File: src/rtl/spq_pkg.sv
// Package with the shared types, constants and codes of the sorted priority queue.
`timescale 1ns / 1ps
package spq_pkg;

  localparam int DEPTH_DEF    = 16;
  localparam int KEY_BITS_DEF = 16;

  // Operation codes carried in the mode field.
  localparam logic [2:0] MODE_OFFER  = 3'd0;
  localparam logic [2:0] MODE_AT     = 3'd1;
  localparam logic [2:0] MODE_REMVAL = 3'd2;
  localparam logic [2:0] MODE_REMAT  = 3'd3;
  localparam logic [2:0] MODE_SIZE   = 3'd4;

  // Result status codes.
  localparam logic [1:0] ST_OK    = 2'd0;
  localparam logic [1:0] ST_EMPTY = 2'd1;
  localparam logic [1:0] ST_FULL  = 2'd2;

  typedef struct packed {
    logic [2:0]  mode;
    logic [15:0] key;
    logic [31:0] item;
    logic [7:0]  position;
  } spq_in_t;

  typedef struct packed {
    logic [1:0]  status;
    logic [31:0] out_item;
    logic [15:0] out_key;
    logic [4:0]  tally;
  } spq_out_t;

  typedef enum logic [2:0] {
    S_IDLE,
    S_READ,
    S_SCAN,
    S_WRITE,
    S_DONE
  } spq_state_t;

endpackage

File: src/rtl/spq_ram.sv
// Generic single-port-write, one-read memory with a registered read.
`timescale 1ns / 1ps
module spq_ram #(
  parameter int WIDTH = 8,
  parameter int DEPTH = 16
) (
  input  logic                     clk,
  input  logic                     we,
  input  logic [$clog2(DEPTH)-1:0] waddr,
  input  logic [WIDTH-1:0]         wdata,
  input  logic [$clog2(DEPTH)-1:0] raddr,
  output logic [WIDTH-1:0]         rdata
);

  logic [WIDTH-1:0] mem [DEPTH];

  // Write port and registered read port.
  always_ff @(posedge clk) begin
    if (we) begin
      mem[waddr] <= wdata;
    end
    rdata <= mem[raddr];
  end

endmodule

File: src/rtl/sorted_priority_queue_core.sv
// Top level of the sorted priority queue: sequencer over one entry memory.
//
// Usage: an operation beat enters on in_valid/in_stall with payload "in", and
// exactly one result beat leaves on out_valid/out_stall with payload "out".
// One operation is worked at a time. Each operation walks the held entries
// through the entry memory (one read per cycle, registered read), moving
// entries one place up for an insert, one place down for a removal at index,
// and down past removed entries for compaction. Read, remove at index and
// remove by value walk the held entries; an offer walks them and then writes
// the last displaced entry, or the new one, at the end. Size, unknown modes,
// an offer into a full queue and an index not present skip the walk, as does
// a remove by value from an empty queue. The next beat can be taken as soon
// as the result goes valid: the sequencer returns to idle as it is loaded.
// Reset clears the entry count, so the queue is empty; memory contents are
// not cleared and are never read before being written.
// While the receiver stalls, the result holds in the output register. The
// next operation can still be taken and worked; it waits at completion until
// the output register is free.
`timescale 1ns / 1ps
module sorted_priority_queue_core
  import spq_pkg::*;
#(
  parameter int DEPTH    = DEPTH_DEF,
  parameter int KEY_BITS = KEY_BITS_DEF
) (
  input  logic     clk,
  input  logic     rst,
  input  logic     in_valid,
  output logic     in_stall,
  input  spq_in_t  in,
  output logic     out_valid,
  input  logic     out_stall,
  output spq_out_t out
);

  localparam int AW = $clog2(DEPTH);
  localparam int CW = $clog2(DEPTH + 1);
  localparam int EW = KEY_BITS + 32;

  spq_state_t state, state_next;

  // Operation registers.
  logic [2:0]          op_mode;
  logic [KEY_BITS-1:0] op_key;
  logic [31:0]         op_item;
  logic [7:0]          op_pos;
  logic [CW-1:0]       count;
  logic [CW-1:0]       rd_idx;   // next entry to read
  logic [CW-1:0]       wr_idx;   // next compaction target
  logic [CW-1:0]       removed;
  logic                found;    // insert point met
  logic [CW-1:0]       ins_at;
  logic [EW-1:0]       carry;    // entry displaced by insert, or entry read by index
  logic [CW-1:0]       cur_idx;  // index of rdata
  logic                accept;
  logic                out_free; // output register can take a new beat
  logic                pos_out;  // index not below the entry count
  spq_out_t            res;

  // Memory port signals.
  logic          we;
  logic [AW-1:0] waddr, raddr;
  logic [EW-1:0] wdata, rdata;

  spq_ram #(.WIDTH(EW), .DEPTH(DEPTH)) u_ram (
    .clk(clk), .we(we), .waddr(waddr), .wdata(wdata), .raddr(raddr), .rdata(rdata)
  );

  assign accept   = in_valid && !in_stall;
  assign in_stall = (state != S_IDLE);
  assign out_free = !out_valid || !out_stall;
  assign raddr    = rd_idx[AW-1:0];
  assign pos_out  = {{(8 > CW ? 0 : CW - 8){1'b0}}, op_pos} >=
                    {{(CW > 8 ? 0 : 8 - CW){1'b0}}, count};

  logic [KEY_BITS-1:0] r_key;
  logic [31:0]         r_item;
  assign r_key  = rdata[EW-1:32];
  assign r_item = rdata[31:0];

  // Next state.
  always_comb begin
    state_next = state;
    unique case (state)
      S_IDLE: begin
        if (accept) begin
          state_next = S_READ;
        end
      end
      S_READ: begin
        state_next = S_SCAN;
        if (op_mode == MODE_OFFER && count == CW'(DEPTH)) begin
          state_next = S_DONE;
        end else if (op_mode == MODE_OFFER && count == '0) begin
          state_next = S_WRITE;
        end else if (op_mode == MODE_REMVAL && count == '0) begin
          state_next = S_DONE;
        end else if ((op_mode == MODE_AT || op_mode == MODE_REMAT) && pos_out) begin
          state_next = S_DONE;
        end else if (op_mode == MODE_SIZE || op_mode > MODE_SIZE) begin
          state_next = S_DONE;
        end
      end
      S_SCAN: begin
        if (cur_idx + 1'b1 >= count) begin
          state_next = (op_mode == MODE_OFFER) ? S_WRITE : S_DONE;
        end
      end
      S_WRITE: state_next = S_DONE;
      S_DONE: begin
        if (out_free) begin
          state_next = S_IDLE;
        end
      end
      default: state_next = S_IDLE;
    endcase
  end

  // Memory write control.
  always_comb begin
    we    = 1'b0;
    waddr = cur_idx[AW-1:0];
    wdata = rdata;
    if (state == S_SCAN) begin
      unique case (op_mode)
        MODE_OFFER: begin
          if (found || r_key > op_key) begin
            we    = 1'b1;
            wdata = found ? carry : {op_key, op_item};
          end
        end
        MODE_REMVAL: begin
          we    = (r_item != op_item);
          waddr = wr_idx[AW-1:0];
        end
        MODE_REMAT: begin
          we    = (cur_idx > CW'(op_pos));
          waddr = AW'(cur_idx - 1'b1);
        end
        default: we = 1'b0;
      endcase
    end else if (state == S_WRITE) begin
      we    = 1'b1;
      waddr = count[AW-1:0];
      wdata = found ? carry : {op_key, op_item};
    end
  end

  // Result beat of the finished operation.
  always_comb begin
    res       = '0;
    res.tally = 5'(count);
    unique case (op_mode) inside
      MODE_OFFER: begin
        if (ins_at == CW'(DEPTH)) begin
          // The queue was full, so nothing was stored.
          res.status = ST_FULL;
          res.tally  = '0;
        end else begin
          res.tally = 5'(ins_at);
        end
      end
      MODE_AT, MODE_REMAT: begin
        if (pos_out) begin
          res.status = ST_EMPTY;
        end else begin
          res.out_item = carry[31:0];
          res.out_key  = 16'(carry[EW-1:32]);
          if (op_mode == MODE_REMAT) begin
            res.tally = 5'(count - 1'b1);
          end
        end
      end
      MODE_REMVAL: res.tally = 5'(removed);
      MODE_SIZE: res.status = ST_OK;
      default: res.status = ST_EMPTY;
    endcase
  end

  // Sequencer registers.
  always_ff @(posedge clk) begin
    if (rst) begin
      state     <= S_IDLE;
      count     <= '0;
      out_valid <= 1'b0;
    end else begin
      state <= state_next;
      if (state == S_DONE && out_free) begin
        out_valid <= 1'b1;
      end else if (out_valid && !out_stall) begin
        out_valid <= 1'b0;
      end
      unique case (state)
        S_IDLE: begin
          if (accept) begin
            op_mode <= in.mode;
            op_key  <= in.key[KEY_BITS-1:0];
            op_item <= in.item;
            op_pos  <= in.position;
            rd_idx  <= '0;
            wr_idx  <= '0;
            removed <= '0;
            found   <= 1'b0;
            ins_at  <= '0;
          end
        end
        S_READ: begin
          cur_idx <= rd_idx;
          rd_idx  <= rd_idx + 1'b1;
          ins_at  <= count;
        end
        S_SCAN: begin
          cur_idx <= rd_idx;
          rd_idx  <= rd_idx + 1'b1;
          if (op_mode == MODE_OFFER) begin
            if (found || r_key > op_key) begin
              carry <= rdata;
              if (!found) begin
                ins_at <= cur_idx;
              end
              found <= 1'b1;
            end
          end
          if (op_mode == MODE_REMVAL) begin
            if (r_item != op_item) begin
              wr_idx <= wr_idx + 1'b1;
            end else begin
              removed <= removed + 1'b1;
            end
          end
          if ((op_mode == MODE_AT || op_mode == MODE_REMAT) && cur_idx == CW'(op_pos)) begin
            carry <= rdata;
          end
        end
        S_WRITE: begin
          count <= count + 1'b1;
        end
        S_DONE: begin
          // The result and the count update of a removal wait for a free output register.
          if (out_free) begin
            out <= res;
            if (op_mode == MODE_REMAT && !pos_out) begin
              count <= count - 1'b1;
            end else if (op_mode == MODE_REMVAL) begin
              count <= count - removed;
            end
          end
        end
        default: ;
      endcase
    end
  end

`ifndef SYNTHESIS
  // The entry count never exceeds the queue depth.
  a_count: assert property (@(posedge clk) disable iff (rst) count <= CW'(DEPTH))
    else $error("entry count above depth");
  // A result beat is produced only out of the completion state.
  a_result: assert property (@(posedge clk) disable iff (rst)
    $rose(out_valid) |-> $past(state) == S_DONE)
    else $error("result without completion");
  // A stalled result beat stays valid and unchanged.
  a_hold: assert property (@(posedge clk) disable iff (rst)
    out_valid && out_stall |=> out_valid && $stable(out))
    else $error("stalled result changed");
`endif

endmodule

File: config.mk
export PLATFORM = sky130hd
export DESIGN_NAME = sorted_priority_queue_core
export DESIGN_NICKNAME = d
export VERILOG_FILES = /design/src/rtl/spq_pkg.sv /design/src/rtl/spq_ram.sv /design/src/rtl/sorted_priority_queue_core.sv
export SDC_FILE = /design/constraint.sdc
export NUM_CORES = 1
export LEC_CHECK = 0
export BUFFER_PORTS_ARGS = -buffer_cell sky130_fd_sc_hd__buf_2
export CORE_ASPECT_RATIO = 1.5
export CORE_MARGIN = 2
export CORE_UTILIZATION = 55
export DETAILED_ROUTE_END_ITERATION = 6
export PLACE_DENSITY = 0.8
export SLEW_MARGIN = 20
export SYNTH_ARGS = -nofsm -noshare
export SYNTH_HDL_FRONTEND = slang
export SYNTH_SLANG_ARGS = --single-unit
File: constraint.sdc
create_clock -name clk -period 12.1 [get_ports clk]
set_input_delay 1.815 -clock clk [delete_from_list [all_inputs] [get_ports clk]]
set_output_delay 1.815 -clock clk [all_outputs]
set_load 0.01 [all_outputs]
==> reports/results.txt <==
worst path cell trace = nor2b_1, nand2_1, clkinv_1, nand3_1, nor3_1, a21oi_1, a21oi_4, buf_4
Die Y = 334 um
Site Rows = 120
ys async rst share = 0
Vias/cell = 6.54
Max VDD drop = 0.000126 V
routing usage on met1 = 0.333
Root Driver = clkbuf_16
antenna violations before repair = 2
Core Region = 71,600 um2
post-route ant nets = 0
Worst slew margin = 0.237
commonest non-fill, non-tap cell in the layout = edfxtp_1
Critical Path Stages = 8
total of max-cap violations = 0
final cycle utilization of the critical path = 0.388
setup bufs post-CTS = 0
EDFF count, synth = 955
total vias in the final route = 20,000
Worst EP required = 12.37 ns
setup TNS = 0 ns
TritonCTS clock tree = yes
Yosys reg bits = 1,012
Arr. time, crit path = 4.97 ns
clock sink count = 1,012
reg2reg path depth = 8
delay-heaviest family, CP = simple AND/OR/NAND/NOR gates
Yosys cell types = 73
Reg clk slew, reported paths = 0.07 ns
CTS H-tree depth = 3
Max Root-Sink Buffers = 3
final WL = 92,900 um
Mapped Cells = 1,915
Pwr Density = 169 nW/um2
Worst Path Buf+Inv = 2
largest net degree at the start of global routing = 159
Ports = 120
DRC = 0
area grow syn2layout = 12.0%
final hold violation count = 0
global-route wire length before repair = 136,000 um
M2 GR Usage = 0.431
Fillers = 4,612
post-synthesis cell area = 39,900 um2
Synth Net Count = 2,021
routed wire length per instance = 30.4 um
critical path startpoint category = register
worst setup path endpoint = u_ram.mem[4][28]$_DFFE_PP_
LEAKAGE = 14.3 nW
Max Clock Skew = 0.0249 ns
Crit Path Max Fanout = 27
Layout Nets = 2,172
YS warnings = 0
Hold Path Depth = 0
die area = 74,700 um2
Core Util, Final = 0.623
R2R Setup Slk = 7.41 ns
Setup crit start = state[1]$_SDFFE_PP0P_
worst-margin pin slew = 1.14 ns
RSZ-0062 raised after global routing = false
routability cong. = 0.887
Post-DP HPWL = 48,700 um
setup violators final = 0
FMAX = 213 MHz
Resized cells post-CTS = 0
Pwr Total = 7.54 mW
CTS buffer count = 89
ys flop type = edfxtp_1
hold-fix buffers at CTS = 0
kind of critical path = register to register
worst flop-to-flop path endpoint = u_ram.mem[4][28]$_DFFE_PP_
share of cells above drive strength 1 = 0.304
busiest layer in global routing = met2
number of global-route vias before repair = 20,700
share of the synthesized area in the top cell type = 0.719
met3 Use GR = 0.0373
Post-Syn Area per Cell = 20.8 um2
crit-path max cell delay = 0.99 ns
Initial Utilization = 0.557
minimum clock period = 4.69 ns
max-slew violations = 0
top cells by area, synth = edfxtp_1, mux4_2, dfxtp_1
outcome = completed
leading area contributor after synthesis = edfxtp_1
Skew-Pair Late Insertion Delay = 0.65 ns
Hold Crit Class = register to register
CP Capture Type = register
reg2reg start = state[1]$_SDFFE_PP0P_
Initial DRT Pass Iterations = 6
diodes inserted = 0
Die Wd = 224 um
DRT iter0 DRCs = 2,512
total track usage = 0.253
commonest cells after routing, fill and taps aside = edfxtp_1, mux4_2, buf_2
Port-buffer cells = 119
total gr overflow = 0
post-synthesis sequential area ratio = 0.748
Critical Path Slowest Stage Cell = a21oi_4
[routing by layer]
layer	share of wire	routed length, um
met5	0	0
met4	0.035	3230
met3	0.083	7730
met2	0.52	48200
met1	0.36	33700
[cell families (layout without fill, tap and decap cells)]
| family | Yosys count | after routing | synth area share |
|---|---|---|---|
| AOI/OAI and AO/OA | 133 | 133 | 0.0223 |
| adders and majority gates | 43 | 43 | 0.0137 |
| and+or+nand+nor | 229 | 229 | 0.0309 |
| DFF | 1012 | 1012 | 0.748 |
| muxes | 323 | 323 | 0.161 |
| buffers and inverters | 129 | 351 | 0.0142 |
| xor gates and xnor gates | 46 | 46 | 0.0101 |
[state kept, by name (all words and copies together) (netlist names)]
| name | count |
|---|---|
| count | 5 |
| state | 3 |
| rd_idx | 5 |
| op_mode | 3 |
| op_pos | 8 |
| op_key | 16 |
| removed | 5 |
| found | 1 |
| cur_idx | 5 |
| carry | 48 |
| u_ram.mem | 768 |
| u_ram.rdata | 48 |
| out | 55 |
| ins_at | 5 |
| op_item | 32 |
| out_valid | 1 |
| wr_idx | 4 |
[cells in the mapped netlist (all sizes together) (3+ instances only)]
| cell | count |
|---|---|
| a211oi | 3 |
| a21oi | 47 |
| a22o | 3 |
| a31oi | 5 |
| a32oi | 3 |
| and2 | 51 |
| and3 | 5 |
| buf | 28 |
| clkbuf | 66 |
| dfxtp | 57 |
| edfxtp | 955 |
| ha | 42 |
| inv | 34 |
| mux2 | 81 |
| mux4 | 240 |
| nand2 | 38 |
| nand2b | 10 |
| nand3 | 17 |
| nand4 | 13 |
| nor2 | 42 |
| nor2b | 10 |
| nor3 | 12 |
| nor3b | 4 |
| nor4 | 7 |
| o211ai | 6 |
| o21a | 3 |
| o21ai | 27 |
| o22a | 5 |
| o22ai | 3 |
| o31ai | 4 |
| or3 | 9 |
| xnor2 | 41 |
| xor2 | 5 |
[report_power, final]
| part | leakage, nW | internal, mW | total, mW | switching, mW |
|---|---|---|---|---|
| Clock | 1.45 | 1.64 | 2.90 | 1.26 |
| Sequential | 9.11 | 4.00 | 4.05 | 0.0511 |
| Combinational | 3.75 | 0.239 | 0.595 | 0.356 |
| Total | 14.3 | 5.87 | 7.54 | 1.67 |
[cell type report]
class                      count  area [um2]  share of cell area
clock inverter                49         517              0.0116
timing repair buffer         154         903              0.0202
multi-input combinational    774        9680               0.217
inverter                      35         131             0.00294
sequential                  1012       29800               0.668
tap                          915        1140              0.0256
clock buffer                 113        2460              0.0551
[worst min path at each step]
stage                       startpoint             endpoint  slack [ns]
6_report       u_ram.rdata[44]$_DFF_P_  carry[44]$_DFFE_PP_        0.46
5_1_grt        u_ram.rdata[46]$_DFF_P_  carry[46]$_DFFE_PP_        0.47
4_1_cts        u_ram.rdata[43]$_DFF_P_  carry[43]$_DFFE_PP_        0.46
3_5_place_dp   u_ram.rdata[32]$_DFF_P_  carry[32]$_DFFE_PP_        0.45
3_3_place_gp   u_ram.rdata[32]$_DFF_P_  carry[32]$_DFFE_PP_        0.42
2_1_floorplan  u_ram.rdata[32]$_DFF_P_  carry[32]$_DFFE_PP_        0.41
[through the flow]
step	hold WS, ns	setup slack (ns)	cell area (um2)	std cells
4_1_cts	0.461	7.49	44600	3051
3_3_place_gp	0.421	7.77	41600	2889
2_1_floorplan	0.408	5.46	39900	1915
3_5_place_dp	0.447	7.56	41600	2889
5_1_grt	0.475	7.10	44700	3052
6_report	0.460	7.41	44700	3052
[worst register-to-register path, cell delays in order, from the launching register on]
cell and delay [ns]:
dfxtp_1 0.60, nor2b_1 0.39, nand2_1 0.44, clkinv_1 0.32, nand3_1 0.10, nor3_1 0.47
a21oi_1 0.39, a21oi_4 0.99, buf_4 0.61
No activity file was read; power rests on OpenSTA's default activity.
